### src/sdpc_pkg.sv
// Shared types, request codes and the coil table of the stepper drive core.
package sdpc_pkg;

  typedef enum logic [2:0] {
    REQ_NONE    = 3'd0,
    REQ_FASTER  = 3'd1,
    REQ_SLOWER  = 3'd2,
    REQ_REVERSE = 3'd3,
    REQ_PULSE   = 3'd4,
    REQ_WINDOW  = 3'd5
  } req_code_t;

  typedef enum logic [1:0] {
    CFG_FASTEST = 2'd0,
    CFG_SLOWEST = 2'd1,
    CFG_DELTA   = 2'd2
  } cfg_index_t;

  localparam int PERIOD_BITS = 5;
  localparam int DELTA_BITS  = 4;
  localparam int PHASE_BITS  = 2;
  localparam int COIL_BITS   = 4;
  localparam int FIELD_BITS  = 16;

  localparam logic [PERIOD_BITS-1:0] FASTEST_RESET = 5'd4;
  localparam logic [PERIOD_BITS-1:0] SLOWEST_RESET = 5'd16;
  localparam logic [DELTA_BITS-1:0]  DELTA_RESET   = 4'd2;

  // Control for one saturating pulse counter.
  typedef struct packed {
    logic inc;
    logic clear;
  } cnt_ctrl_t;

  // Wave drive order: phase 0 drives the highest coil.
  function automatic logic [COIL_BITS-1:0] coil_of(input logic [PHASE_BITS-1:0] idx);
    logic [COIL_BITS-1:0] pat;
    unique case (idx)
      2'd0:    pat = 4'h8;
      2'd1:    pat = 4'h4;
      2'd2:    pat = 4'h2;
      default: pat = 4'h1;
    endcase
    return pat;
  endfunction

endpackage

### src/sdpc_sat_counter.sv
// Saturating event counter with synchronous clear.
module sdpc_sat_counter
  import sdpc_pkg::*;
#(
  parameter int WIDTH = 16
) (
  input  logic             clk,
  input  logic             rst,
  input  cnt_ctrl_t        ctrl,
  output logic [WIDTH-1:0] count
);

  always_ff @(posedge clk) begin
    if (rst) begin
      count <= '0;
    end else if (ctrl.clear) begin
      count <= '0;
    end else if (ctrl.inc && (count != {WIDTH{1'b1}})) begin
      count <= count + WIDTH'(1);
    end
  end

endmodule

### src/stepper_drive_with_pulse_counter_core.sv
// Stepper wave-drive controller with period control and encoder pulse counters.
// Result: registered; result_valid rises in the cycle after its request is accepted.
// Throughput: one request per cycle; the state registers act as the result
// register and are held while a result waits, so only that stall holds requests.
// Reset: period 4, forward direction, phase 0 (coil 8), all counters cleared,
// limits 4 and 16 and step change 2; configuration writes are always taken.
module stepper_drive_with_pulse_counter_core
  import sdpc_pkg::*;
#(
  parameter int COUNT_BITS = 16
) (
  input  logic                   clk,
  input  logic                   rst,
  input  logic                   item_valid,
  output logic                   item_ready,
  input  logic [2:0]             req_type,
  input  logic                   tick,
  input  logic                   encoder_level,
  output logic                   result_valid,
  input  logic                   result_ready,
  output logic [COIL_BITS-1:0]   coil_pattern,
  output logic                   reverse_mode,
  output logic [PERIOD_BITS-1:0] current_period,
  output logic [FIELD_BITS-1:0]  forward_pulses,
  output logic [FIELD_BITS-1:0]  backward_pulses,
  output logic [FIELD_BITS-1:0]  measured_speed,
  input  logic                   cfg_valid,
  output logic                   cfg_ready,
  input  logic [1:0]             cfg_index,
  input  logic [PERIOD_BITS-1:0] cfg_data
);

  logic [PERIOD_BITS-1:0] fastest_period;
  logic [PERIOD_BITS-1:0] slowest_period;
  logic [DELTA_BITS-1:0]  period_delta;

  logic [PERIOD_BITS-1:0] step_period, step_period_next;
  logic                   requested_reverse, requested_reverse_next;
  logic                   group_reverse, group_reverse_next;
  logic [PHASE_BITS-1:0]  phase_index, phase_index_next;
  logic [PERIOD_BITS-1:0] tick_count, tick_count_next;

  logic [COUNT_BITS-1:0]  forward_total;
  logic [COUNT_BITS-1:0]  backward_total;
  logic [COUNT_BITS-1:0]  window_total;
  logic [COUNT_BITS-1:0]  speed_value;

  logic                   accept;
  logic [PERIOD_BITS:0]   lower_sum;
  logic [PERIOD_BITS:0]   upper_sum;
  logic [PERIOD_BITS:0]   elapsed;
  logic [PHASE_BITS-1:0]  coil_idx;
  cnt_ctrl_t              fwd_ctrl, bwd_ctrl, win_ctrl;

  assign cfg_ready  = 1'b1;
  assign item_ready = !result_valid || result_ready;
  assign accept     = item_valid && item_ready;

  always_ff @(posedge clk) begin
    if (rst) begin
      fastest_period <= FASTEST_RESET;
      slowest_period <= SLOWEST_RESET;
      period_delta   <= DELTA_RESET;
    end else if (cfg_valid && cfg_ready) begin
      unique case (cfg_index)
        CFG_FASTEST: fastest_period <= cfg_data;
        CFG_SLOWEST: slowest_period <= cfg_data;
        CFG_DELTA:   period_delta   <= cfg_data[DELTA_BITS-1:0];
        default:     ;
      endcase
    end
  end

  assign lower_sum = {1'b0, fastest_period} + (PERIOD_BITS+1)'(period_delta);
  assign upper_sum = {1'b0, step_period} + (PERIOD_BITS+1)'(period_delta);

  // The event is applied first; the tick then sees the updated period.
  always_comb begin
    step_period_next       = step_period;
    requested_reverse_next = requested_reverse;
    unique case (req_type)
      REQ_FASTER: begin
        if ({1'b0, step_period} >= lower_sum) begin
          step_period_next = step_period - PERIOD_BITS'(period_delta);
        end
      end
      REQ_SLOWER: begin
        if (upper_sum <= {1'b0, slowest_period}) begin
          step_period_next = upper_sum[PERIOD_BITS-1:0];
        end
      end
      REQ_REVERSE: requested_reverse_next = !requested_reverse;
      default: ;
    endcase

    elapsed            = {1'b0, tick_count} + (PERIOD_BITS+1)'(1);
    tick_count_next    = tick_count;
    phase_index_next   = phase_index;
    group_reverse_next = group_reverse;
    if (tick) begin
      if (elapsed >= {1'b0, step_period_next}) begin
        tick_count_next  = '0;
        phase_index_next = phase_index + PHASE_BITS'(1);
        // A new four-step group picks up the requested direction.
        if (phase_index_next == '0) begin
          group_reverse_next = requested_reverse_next;
        end
      end else begin
        tick_count_next = elapsed[PERIOD_BITS-1:0];
      end
    end
  end

  always_ff @(posedge clk) begin
    if (rst) begin
      step_period       <= FASTEST_RESET;
      requested_reverse <= 1'b0;
      group_reverse     <= 1'b0;
      phase_index       <= '0;
      tick_count        <= '0;
      speed_value       <= '0;
      result_valid      <= 1'b0;
    end else begin
      if (accept) begin
        step_period       <= step_period_next;
        requested_reverse <= requested_reverse_next;
        group_reverse     <= group_reverse_next;
        phase_index       <= phase_index_next;
        tick_count        <= tick_count_next;
        if (req_type == REQ_WINDOW) begin
          speed_value <= window_total;
        end
        result_valid <= 1'b1;
      end else if (result_ready) begin
        result_valid <= 1'b0;
      end
    end
  end

  always_comb begin
    fwd_ctrl.inc   = accept && (req_type == REQ_PULSE) && encoder_level;
    fwd_ctrl.clear = 1'b0;
    bwd_ctrl.inc   = accept && (req_type == REQ_PULSE) && !encoder_level;
    bwd_ctrl.clear = 1'b0;
    win_ctrl.inc   = accept && (req_type == REQ_PULSE);
    win_ctrl.clear = accept && (req_type == REQ_WINDOW);
  end

  sdpc_sat_counter #(.WIDTH(COUNT_BITS)) u_fwd_count (
    .clk  (clk),
    .rst  (rst),
    .ctrl (fwd_ctrl),
    .count(forward_total)
  );

  sdpc_sat_counter #(.WIDTH(COUNT_BITS)) u_bwd_count (
    .clk  (clk),
    .rst  (rst),
    .ctrl (bwd_ctrl),
    .count(backward_total)
  );

  sdpc_sat_counter #(.WIDTH(COUNT_BITS)) u_win_count (
    .clk  (clk),
    .rst  (rst),
    .ctrl (win_ctrl),
    .count(window_total)
  );

  // State only moves on an accepted request, so it holds a waiting result.
  assign coil_idx        = group_reverse ? ~phase_index : phase_index;
  assign coil_pattern    = coil_of(coil_idx);
  assign reverse_mode    = requested_reverse;
  assign current_period  = step_period;
  assign forward_pulses  = FIELD_BITS'(forward_total);
  assign backward_pulses = FIELD_BITS'(backward_total);
  assign measured_speed  = FIELD_BITS'(speed_value);

  a_coil_onehot: assert property (@(posedge clk) disable iff (rst)
    result_valid |-> $onehot(coil_pattern))
    else $error("coil drive is not one-hot");

  a_result_follows: assert property (@(posedge clk) disable iff (rst)
    (item_valid && item_ready) |=> result_valid)
    else $error("accepted request produced no result");

  a_window_copy: assert property (@(posedge clk) disable iff (rst)
    (item_valid && item_ready && req_type == REQ_WINDOW)
      |=> (speed_value == $past(window_total)) && (window_total == '0))
    else $error("window end did not copy and clear the window total");

endmodule
### config.mk
export PLATFORM = sky130hd
export DESIGN_NAME = stepper_drive_with_pulse_counter_core
export DESIGN_NICKNAME = d
export VERILOG_FILES = /design/src/sdpc_pkg.sv /design/src/sdpc_sat_counter.sv /design/src/stepper_drive_with_pulse_counter_core.sv
export SDC_FILE = /design/constraint.sdc
export NUM_CORES = 1
export LEC_CHECK = 0
export ABC_AREA = 1
export CORE_ASPECT_RATIO = 1.2
export CORE_MARGIN = 2
export CORE_UTILIZATION = 50
export CTS_CLUSTER_DIAMETER = 150
export DETAILED_ROUTE_END_ITERATION = 12
export DONT_BUFFER_PORTS = 1
export SETUP_SLACK_MARGIN = 0.15
export SYNTH_ARGS = -nofsm -noshare
export SYNTH_HDL_FRONTEND = slang
export SYNTH_SLANG_ARGS = --single-unit
### constraint.sdc
create_clock -name clk -period 7 [get_ports clk]
set_clock_uncertainty 0.15 [all_clocks]
set_input_delay 0.35 -clock clk [delete_from_list [all_inputs] [get_ports clk]]
set_output_delay 0.35 -clock clk [all_outputs]
set_load 0.02 [all_outputs]
### Word-level counts from Yosys, hierarchy flattened

Index checks and enable logic that the tools add are counted.

* mux-type cells: 9
* equality and inequality tests: 12
* reduce and logical (&&, ||, !) cells: 24
* $add $sub $neg: 8
* bitwise operators: 1
* order comparisons: 3

Operator list (number)
* $add 16x1->16 const B: 3
* $ne 16x16->1 const B: 3
* $mux 5: 3
* $add 5x4->6: 2
* $pmux 4 s3: 1
* $pmux 5 s2: 1
* $reduce_and 2->1: 5
* $logic_and 1x1->1: 8
* $add 5x1->6 const B: 1
* $eq 3x2->1 const B: 2
* $eq 3x3->1 const B: 2
* $ge 5x6->1: 1
* $ge 6x5->1: 1
* $le 6x5->1: 1
* $logic_not 2->1: 3
* $sub 5x4->5: 1
* $eq 2x1->1 const B: 2
* $eq 2x2->1 const B: 2
* $reduce_and 4->1: 1
* $eq 3x1->1 const B: 1
* $logic_not 1->1: 3
* $mux 1: 3
* $reduce_and 3->1: 1
* $add 2x1->2 const B: 1
* other kinds (5): 5

* bits of input ports: 17
* flip-flop bits (word level): 93
* output and inout port bits: 61
* logic and storage cells: 70

### Logic depth before layout (Yosys ltp)

Gate-level depths: netlist of run 1.

* word-level depth: 6
* depth in mapped cells: 30

### Hierarchy

From an unflattened synthesis of run 1, not the netlist that was laid out.

* cells, all modules: 872
* area, all modules: 5978.2 um^2

By module, submodules not included
* sdpc_sat_counter: area an instance 1004.7 um^2, instances 3, cells an instance 156, sequential area each 320.3 um^2
* stepper_drive_with_pulse_counter_core: area an instance 2964.1 um^2, instances 1, cells an instance 404, sequential area each 900.9 um^2

### Worst setup path after synthesis of run 1

OpenSTA, ideal clock, no wires.

* kind: register to register
* from: reg step_period[1], in the netlist current_period[1]
* to: reg tick_count[0]
* path slack: 3266 ps
* clock period less this slack: 3734 ps
* data required time: 6780 ps
* data arrival time: 3514 ps
* setup time: 70 ps
* stages on the path, launching flop included: 24
* cells stage by stage: dfxtp_1 -> inv_1 -> fa_1 -> o21ai_0 -> xor2_1 -> inv_1 -> ha_1 -> nand4_1 -> nand2_1 -> nand2_2 -> or2_0 -> nand2_1 -> nand3_2 -> inv_1 -> ha_1 -> inv_1 -> a21oi_1 -> o21ai_0 -> nand2_1 -> nand2_1 -> nand2_1 -> nand2_1 -> nand2_1 -> a21oi_1

* cells in the longest elaborated chain, start to end: 6
* elaborated cells between the ends (all ways): 9

RTL lines
* from (decl): RTL line stepper_drive_with_pulse_counter_core.sv:37 `logic [PERIOD_BITS-1:0] step_period, step_period_next;`
* from (signal assigned): RTL line stepper_drive_with_pulse_counter_core.sv:125 `step_period <= step_period_next;`
* $add 5x4->6: RTL line stepper_drive_with_pulse_counter_core.sv:75 `assign upper_sum = {1'b0, step_period} + (PERIOD_BITS+1)'(period_delta);`
* $le 6x5->1: RTL line stepper_drive_with_pulse_counter_core.sv:88 `if (upper_sum <= {1'b0, slowest_period}) begin`
* $mux 5: RTL line stepper_drive_with_pulse_counter_core.sv:88
* $pmux 5 s2 *: RTL line stepper_drive_with_pulse_counter_core.sv:81 `unique case (req_type)`
* $ge 6x5->1 *: RTL line stepper_drive_with_pulse_counter_core.sv:101 `if (elapsed >= {1'b0, step_period_next}) begin`
* $mux 5 *: RTL line stepper_drive_with_pulse_counter_core.sv:101
* to (signal assigned): RTL line stepper_drive_with_pulse_counter_core.sv:129 `tick_count <= tick_count_next;`
* to (decl): RTL line stepper_drive_with_pulse_counter_core.sv:41 `logic [PERIOD_BITS-1:0] tick_count, tick_count_next;`

Every way passes the cells marked *; elsewhere a longest branch is shown, timed or not.
A chain may end at the register's enable or synchronous reset.

### Worst setup path in the final report of run 1

Ends and elaborated chain as after synthesis.

==> run metrics, run 1 <==
TritonRoute pass-1 iters=5; detailed-placement wirelength estimate=~9500 µm; CTS root buffer=clkbuf_16; number of hold buffers added after CTS=3; largest net degree at the start of global routing=33; register bit total from synthesis=93; setup TNS=0 ps; Nets=approximately 800; Num CTS Buffers=9; type of origin of the critical path=register; clk buf depth=2; Synth Instances=750; Slew @ Worst Pin=1030 ps; Worst IR Drop VDD=approximately 0.13 mV; CTS clk-pin slew, worst paths=70 ps; first-pass GRT wire length=20,900 µm; Pwr Total=roughly 1.2 mW; most frequent cells after synthesis=nand2_1 (141), inv_1 (104), dfxtp_1 (93); critical path required time=7120 ps; core area=0.0104 mm²; final number of setup-violating endpoints=0; # Post-CTS Setup Buffers=0; Post-synth EDFFs=0; Final Hold Vio Count=0; Max Cap Viol=0; worst hold slack=10.1 ps; worst rel slew slack=0.310; DRC=0; Final Instance Area=0.00574 mm²; Die X=98.0 µm; post-synthesis async set-or-reset flop share=0; Final GP Congestion=0.894; Setup CP Type=reg2reg; total track usage=0.224; count leader, synth=nand2_1; Final ANT Viol Nets=0; Worst setup EP type=register; post-synthesis instance area=between 0.005 and 0.006 mm²; number of synthesis warnings=0; Layout area overhead=8.23%; CTS Sinks=93; Ports=78; unique cell type count in the Yosys netlist=44; total gr overflow=0; Die ar.=0.0114 mm²; Multi-input gate area=0.00296 mm²; CTS tree=done; RSZ-0062 raised after global routing=false; post-DR vias/cell=between 5 and 6; worst hold path class=in2reg; IO Port Bufs=0; FP Rows=slightly above 40; via count=4,768; initial antenna violation count=0; register area=0.00186 mm²; ranking of synthesized cells by area=dfxtp_1 (35%), nand2_1 (10%), ha_1 (7.6%); n_diodes=0; layout cells sized above 1=0.0597; clock latency at the later pin of the worst-skew pair=340 ps; Synth top area share=0.351; H-tree levels=3; Placement Cell Area=0.00541 mm²; fillcell total=approximately 1,000; leading area contributor after synthesis=dfxtp_1; post-CTS resize count=0; syn_nets=802; final period utilization=0.603; Leak=approximately 2.4 nW; min Tclk post-route=4220 ps; Arrival @ worst endpoint=4340 ps; Max Freq=237 MHz; routed len/inst=14.4 µm; number of global-route vias before repair=about 4,600; status=complete, no violations; wirelength, routed=12,700 µm; DRT iter0 DRCs=186; Final Max Slew Viols=0; Worst Path Max Fanout=8; register area share after synthesis=0.351; cell area power density=212 mW/mm²; Die Y=117 µm; Initial Util=0.509; Post-Syn Area per Cell=7.07 µm²; Primary FF master, synth=dfxtp_1
## state kept, by name, indices dropped and copies added (netlist names)
name,flops
current_period,5
fastest_period,5
group_reverse,1
measured_speed,16
period_delta,4
phase_index,2
result_valid,1
reverse_mode,1
slowest_period,5
tick_count,5
u_bwd_count.count,16
u_fwd_count.count,16
u_win_count.count,16
## per-stage QoR
step | worst slack [ps] | utilization | cells
after global routing | 2250 | 0.551 | 883
after detailed placement | 2770 | 0.520 | 865
final | 2780 | 0.551 | 883
after floorplan | 3270 | - | 750
after CTS | 2760 | 0.551 | 883
after global placement | 2920 | 0.520 | 865
## final cells by class
cell class	count	share of cell area
Sequential cell	93	0.324
Multi-Input combinational cell	532	0.516
Tap cell	129	0.0281
Clock inverter	2	0.00283
Timing Repair Buffer	4	0.00654
Clock buffer	13	0.0488
Inverter	110	0.0728
## layer usage
metal / up-vias / share of wire / wire [µm] / track usage
met5: - / 0 / 0 / 0
met4: 0 / 0.022 / 276 / 0.116
met2: 106 / 0.52 / 6570 / 0.415
met3: 25 / 0.046 / 588 / 0.0404
met1: 2186 / 0.41 / 5280 / 0.248
li1: 2451 / - / - / -
## cell families after synthesis
kind of cell | share of synthesized area
AO/OA/AOI/OAI | 0.150
buffers and inverters | 0.0911
AND/OR/NAND/NOR | 0.278
other | 0.000707
adder cells (fa/ha/maj) | 0.0868
XOR/XNOR | 0.0429
flip-flops | 0.351
## critical path: stages (launching register included)
cell     delay [ps]
dfxtp_1         640
inv_1           180
fa_1            470
o21ai_0         240
xor2_1          210
inv_1            70
ha_1            290
nand4_1         120
nand2_1         190
nand2_2         110
nand2_1          80
nand3_1          80
nand3_1          90
inv_1            70
ha_1            280
o21ai_0          70
a21oi_1          80
o21ai_0         150
nand2_1          70
nand2_1          50
nand2_1         100
nand2_1         140
nand2_1         100
a21oi_1         140
## where the power goes
group,internal (mW),total (mW),leakage [nW],switching (mW)
Combinational,0.0614,0.173,1.46,0.111
Sequential,0.542,0.566,0.754,0.0233
Clock,0.279,0.481,0.144,0.202
Total,0.882,1.22,2.36,0.336
## worst paths after layout
kind | startpoint | endpoint | slack (ps) | depth (start not counted)
worst min register to register | fastest_period[2]$_SDFFE_PP1P_ | fastest_period[2]$_SDFFE_PP1P_ | 340 | 2
worst min-delay path | cfg_data[3] | fastest_period[3]$_SDFFE_PP0P_ | 10 | 2
worst max-delay path | current_period[1]$_SDFFE_PP0P_ | tick_count[0]$_SDFFE_PP0P_ | 2780 | 23
worst max register to register | current_period[1]$_SDFFE_PP0P_ | tick_count[0]$_SDFFE_PP0P_ | 2780 | 23
## cells in the final DEF, fill, tap and decap left out, drive strengths merged, types with 2 or more instances in the layout
cell type	synthesis	final
dfxtp	93	93
nand2	146	146
inv	110	110
nor3b	6	6
nor2	65	65
ha	32	32
nor4	4	4
clkbuf	10	13
dlygate4sd3	0	3
xnor2	9	9
xor2	17	17
and3	2	2
nand3	59	59
or2	2	2
o21ai	65	65
fa	3	3
nor3	23	23
nand4	10	10
a21oi	80	80
No activity file was read; power rests on OpenSTA's default activity.
==> run 2: changes to the inputs <==
--- a/config.mk
+++ b/config.mk
@@ -5,7 +5,7 @@
 export SDC_FILE = /design/constraint.sdc
 export NUM_CORES = 1
 export LEC_CHECK = 0
-export ABC_AREA = 1
+export ABC_AREA = 0
 export CORE_ASPECT_RATIO = 1.2
 export CORE_MARGIN = 2
 export CORE_UTILIZATION = 50
==> constraint.sdc (replaced) <==
create_clock -name clk -period 4.2 [get_ports clk]
set_clock_uncertainty 0.15 [all_clocks]
set_input_delay 0.21 -clock clk [delete_from_list [all_inputs] [get_ports clk]]
set_output_delay 0.21 -clock clk [all_outputs]
set_load 0.02 [all_outputs]
==> run metrics, run 2 <==
CTS Sinks=93; largest net degree at the start of global routing=72; Final Hold Vio Count=0; H-tree levels=3; Worst setup EP type=register; Setup CP Type=reg2reg; sw frac=0.241; syn_nets=624; IO Port Bufs=0; Layout area overhead=17.0%; fillcell total=864; Initial Util=0.519; final number of setup-violating endpoints=0; CTS root buffer=clkbuf_16; RSZ-0062 raised after global routing=true; Final Max Slew Viols=0; most frequent cells after synthesis=nor2_1 (97), dfxtp_1 (93), mux2i_1 (34), nand2_1 (34), xor2_1 (34); share of total power in the clock network=0.429; DRC=0; Final GP Congestion=0.856; register bit total from synthesis=93; cell area power density=around 330 mW/mm²; number of global-route vias before repair=3,955; Synth top area share=0.373; NetSw=0.460 mW; Critical R2R Launch=period_delta[1]$_SDFFE_PP1P_; CTS tree=done; CTS clk-pin slew, worst paths=60 ps; post-synthesis async set-or-reset flop share=0; Util after Layout=0.607; post-DR vias/cell=5.59; Die X=95.2 µm; commonest non-fill, non-tap cell in the layout=nor2_1; most frequent cells in the layout=nor2_1 (94), dfxtp_1 (88), mux2i_1 (34); setup TNS=0 ps; unique cell type count in the Yosys netlist=58; count leader, synth=nor2_1; Synth Instances=572; status=complete, no violations; routed len/inst=between 15 and 20 µm; Max Freq=248 MHz; min Tclk post-route=4030 ps; total track usage=0.215; register area share after synthesis=0.373; Worst Path Max Fanout=6; wirelength, routed=11,400 µm; Post-Syn Area per Cell=8.73 µm²; n_diodes=0; detailed-placement wirelength estimate=7920 µm; Leak=2.38 nW; ranking of synthesized cells by area=dfxtp_1 (37%), ha_1 (8.0%), nor2_1 (7.3%); clk buf depth=2; Comb pwr share=0.098; FP Rows=39; post-synthesis instance area=0.00499 mm²; Ports=78; Nets=644; setup slack, reg-to-reg=170 ps; total gr overflow=0; P_int=between 1 and 1.5 mW; initial antenna violation count=0; Die ar.=0.0108 mm²; DRT iter0 DRCs=162; power share of the sequential group=0.473; Primary FF master, synth=dfxtp_1; WHS Endpoint=current_period[1]$_SDFFE_PP0P_; worst hold slack=around 16 ps; Worst IR Drop VDD=about 0.22 mV; clock latency at the later pin of the worst-skew pair=340 ps; layout cells sized above 1=0.142; via count=just over 4,000; worst hold stages=2; type of origin of the critical path=register; number of synthesis warnings=0; core area=0.00961 mm²; worst hold path class=in2reg; final period utilization=0.960; Max Cap Viol=0; reg2reg path depth=20; Slew @ Worst Pin=1200 ps; worst rel slew slack=0.199; Reg-to-Reg End=phase_index[0]$_SDFFE_PP0P_; leading area contributor after synthesis=dfxtp_1; Final ANT Viol Nets=0; TritonRoute pass-1 iters=4; critical path required time=4270 ps; Arrival @ worst endpoint=4100 ps; Num CTS Buffers=9; min-delay src=rst; Post-synth EDFFs=0; Die Y=113 µm; first-pass GRT wire length=18,400 µm
-- run 2: cell count changes in the layout (fill, tap and decap cells not counted), sizes merged, moves of 8 or more --
cell / delta
nand3: -40
xnor2: +13
xor2: +17
nand2: -112
nor2: +32
inv: -83
nand2b: +8
o21ai: -53
mux2i: +34
a21oi: -58
nand4: +9
buf: +22
and3: +9
-- run 2: cell families (layout without fill, tap and decap cells) --
kind of cell,after synthesis,in the layout,synth area share
AO/OA/AOI/OAI,64,64,0.0857
XOR/XNOR,56,56,0.0982
adder cells (fa/ha/maj),35,35,0.0922
buffers and inverters,47,72,0.0391
flip-flops,93,93,0.373
multiplexers,34,34,0.0682
other,1,1,0.000751
AND/OR/NAND/NOR,242,242,0.243
-- run 2: worst max path at each step --
stage | startpoint | endpoint | slack [ps] | cells after the start
after floorplan | current_period[0]$_SDFFE_PP0P_ | group_reverse$_SDFFE_PP0P_ | 200 | 21
after global placement | period_delta[0]$_SDFFE_PP0P_ | tick_count[3]$_SDFFE_PP0P_ | 160 | 21
after detailed placement | period_delta[1]$_SDFFE_PP1P_ | tick_count[0]$_SDFFE_PP0P_ | 7 | 20
after CTS | period_delta[0]$_SDFFE_PP0P_ | group_reverse$_SDFFE_PP0P_ | 150 | 21
after global routing | period_delta[0]$_SDFFE_PP0P_ | phase_index[0]$_SDFFE_PP0P_ | -70 | 21
final | period_delta[1]$_SDFFE_PP1P_ | phase_index[0]$_SDFFE_PP0P_ | 170 | 20
-- run 2: timing repair --
item	4_1_cts	5_1_grt
endpoints found under the setup margin	8	8
hold buffers	7	0
setup buffers	2	8
resized for setup	9	45
hold endpoints to repair	73	0
pin swaps	4	18
-- run 2: layer usage --
metal | up-vias | track usage | share of wire
met2 | 100 | 0.363 | 0.49
met3 | 22 | 0.0608 | 0.064
met1 | 1895 | 0.255 | 0.42
li1 | 2009 | - | -
met5 | - | 0 | 0
met4 | 0 | 0.0850 | 0.025
-- run 2: layout make-up --
cell class | count | area [µm²] | area share
multi-input cells | 432 | 3140 | 0.537
flip-flops and latches | 93 | 1880 | 0.322
repair buffers | 29 | 260 | 0.0446
clock buffers | 11 | 243 | 0.0416
well taps | 123 | 154 | 0.0264
inverters | 27 | 106 | 0.0182
clock inverters | 5 | 60.1 | 0.0103
-- run 2: power by group through the flow --
stage	registers (mW)	clock network, mW	logic, mW
after floorplan	0.923	0	0.109
after global placement	0.923	0	0.133
after detailed placement	0.923	0	0.135
after CTS	0.903	0.841	0.159
after global routing	0.903	0.880	0.206
final	0.903	0.820	0.187
-- run 2: critical path, cell delays in order (launching register included) --
cell and delay, ps:
dfxtp_4 380, inv_6 50, ha_4 250, nand2b_4 120
a21oi_4 60, or3_4 400, nand2_2 80, ha_4 200
o21ai_1 80, a21oi_1 60, o31a_1 380, nor3_4 350
a22o_1 230, a21oi_2 40, ha_1 290, a21oi_1 160
o21ai_2 80, a21oi_2 150, o22ai_2 120, xnor2_1 210
nor2_1 70
-- run 2: stage by stage --
step	setup WS [ps]	power (mW)	area [µm²]	cells
6_report	167	1.91	5840	720
5_1_grt	-66.3	1.99	5840	720
4_1_cts	151	1.90	5580	712
3_5_place_dp	7.24	1.06	5150	687
3_3_place_gp	160	1.06	5150	687
2_1_floorplan	195	1.03	5000	572
==> run 3: changes to the inputs <==
--- a/config.mk
+++ b/config.mk
@@ -15,4 +15,5 @@
 export SETUP_SLACK_MARGIN = 0.15
 export SYNTH_ARGS = -nofsm -noshare
 export SYNTH_HDL_FRONTEND = slang
+export SYNTH_HIERARCHICAL = 1
 export SYNTH_SLANG_ARGS = --single-unit
==> run metrics, run 3 <==
ranking of synthesized cells by area=dfxtp_1 (33%), ha_1 (7.1%), mux2i_1 (6.1%); H-tree levels=3; Max Freq=252 MHz; worst hold path class=in2reg; Setup CP Type=reg2reg; leading area contributor after synthesis=dfxtp_1; Util after Layout=0.582; number of global-route vias before repair=4,400; total gr overflow=0; FP Rows=42; DRT iter0 DRCs=140; Leak=2.39 nW; Post-Synth Adder-Cell Area=0.0821; Die X=between 100 and 150 µm; most frequent cells after synthesis=dfxtp_1 (93), nand2_1 (83), a21oi_1 (51); Worst Path Max Fanout=5; Synth top area share=0.332; Final Hold Vio Count=0; post-synthesis compound-gate area fraction=0.186; Nets=723; Placement Cell Area=about 0.0057 mm²; Final GP Congestion=approximately 0.90; Synth Area in Simple Gates=0.262; first-pass GRT wire length=21,700 µm; Post-Syn Area per Cell=approximately 8.6 µm²; Synth Instances=649; CTS Sinks=93; status=complete, no violations; min Tclk post-route=3970 ps; CTS tree=done; min-delay src=cfg_index[0]; register bit total from synthesis=93; xor/xnor cell area share of the yosys netlist=0.0265; total track usage=0.222; unique cell type count in the Yosys netlist=71; Ports=78; cell area power density=roughly 290 mW/mm²; wirelength, routed=13,200 µm; Critical R2R Launch=period_delta[0]$_SDFFE_PP0P_; n_diodes=0; clock latency at the later pin of the worst-skew pair=340 ps; core area=0.0110 mm²; Post-synth EDFFs=0; via count=~4,800; CTS clk-pin slew, worst paths=about 70 ps; most frequent cells in the layout=dfxtp_1 (88), nand2_1 (83), a21oi_1 (46); commonest non-fill, non-tap cell in the layout=dfxtp_1; Initial Util=0.511; setup TNS=0 ps; worst rel slew slack=0.440; type of origin of the critical path=register; TritonRoute pass-1 iters=5; final period utilization=0.945; IO Port Bufs=0; Final Max Slew Viols=0; detailed-placement wirelength estimate=about 9400 µm; Final ANT Viol Nets=0; Arrival @ worst endpoint=4060 ps; Worst setup EP type=register; Max Cap Viol=0; number of synthesis warnings=6; Die ar.=0.0121 mm²; CTS root buffer=clkbuf_16; Primary FF master, synth=dfxtp_1; Final Instance Area=0.00639 mm²; layout cells sized above 1=0.182; post-synthesis instance area=roughly 0.0056 mm²; Worst IR Drop VDD=0.250 mV; setup slack, reg-to-reg=230 ps; clk buf depth=2; Num CTS Buffers=9; Slew @ Worst Pin=833 ps; worst hold slack=roughly 27 ps; post-synthesis mux area share=0.0606; critical path required time=4290 ps; register area share after synthesis=0.332; Die Y=120 µm; largest net degree at the start of global routing=between 60 and 70; count leader, synth=dfxtp_1; final number of setup-violating endpoints=0; RSZ-0062 raised after global routing=true; Layout area overhead=14.0%; initial antenna violation count=0; routed len/inst=16.3 µm; largest family of logic cells by synthesized area=simple AND/OR/NAND/NOR gates; worst setup path startpoint=period_delta[0]$_SDFFE_PP0P_; DRC=0; post-synthesis async set-or-reset flop share=0; post-DR vias/cell=5.94
[run 3: cell count changes after synthesis, moves of 9 or more]
cell | before | now
o21ai_0 | 12 | 21
xnor2_1 | 22 | 7
or3_1 | 4 | 13
xor2_1 | 34 | 10
a21oi_1 | 22 | 51
a31oi_1 | 3 | 15
nor2_1 | 97 | 34
or3_2 | 0 | 9
nand4_1 | 19 | 9
nand2_1 | 34 | 83
[run 3: kinds of logic (layout without fill, tap and decap cells)]
logic type | count (synthesis) | in the layout
AND/OR/NAND/NOR | 263 | 263
AO/OA/AOI/OAI | 155 | 155
flip-flops | 93 | 93
buffers and inverters | 50 | 64
adder cells (fa/ha/maj) | 35 | 35
multiplexers | 34 | 34
XOR/XNOR | 17 | 17
other | 2 | 15
[run 3: worst max-delay path, cell delays in order, from the launching register on]
cell	delay, ps
dfxtp_4	380
ha_4	130
inv_2	30
fa_2	400
nor2_4	120
o21ba_4	140
o21a_1	110
nor2_1	50
ha_1	340
nor2_2	130
a21oi_2	40
o31a_1	180
buf_4	180
nor4_4	170
a31oi_1	90
a21o_1	190
ha_1	260
nand2_1	60
o21ai_2	140
a21oi_2	80
o22ai_4	190
a21oi_2	80
a311oi_1	210
[run 3: final timing paths]
path / depth (start not counted) / end
worst max register to register: 22 / group_reverse$_SDFFE_PP0P_
worst max-delay path: 22 / group_reverse$_SDFFE_PP0P_
worst min-delay path: 3 / fastest_period[3]$_SDFFE_PP0P_
worst min register to register: 2 / measured_speed[6]$_SDFFE_PP0P_
[run 3: timing repair]
item,4_1_cts,5_1_grt
hold endpoints to repair,62,0
pin swaps,1,25
buffers inserted,0,6
hold buffers,8,0
resized for setup,4,55
setup endpoints to repair,7,8
[run 3: metrics by stage]
step	power (mW)	setup WS, ps	instances
global placement	1.09	233	778
finish	1.89	232	808
detailed placement	1.09	98.2	778
floorplan	1.06	158	662
global route	1.97	60.6	808
CTS	1.88	145	802
[run 3: where the power goes]
part	switching, mW	leakage, nW	internal [mW]
registers	0.0130	0.753	0.891
logic	0.124	1.50	0.101
clock network	0.353	0.136	0.403
[run 3: metal layers]
metal  vias to the layer above  track usage  part of all wire
met5                         -            0                 0
met4                         0       0.0711             0.013
met3                        11       0.0466             0.048
met2                        98        0.357              0.49
met1                      2291        0.295              0.45
li1                       2401            -                 -
[run 3: layout make-up]
class / count / area, µm²
Multi-Input combinational cell: 519 / 3750
Timing Repair Buffer: 27 / 248
Clock buffer: 9 / 225
Inverter: 21 / 83.8
Tap cell: 132 / 165
Sequential cell: 93 / 1870
Clock inverter: 7 / 48.8
Fill cell: 1018 / 4590
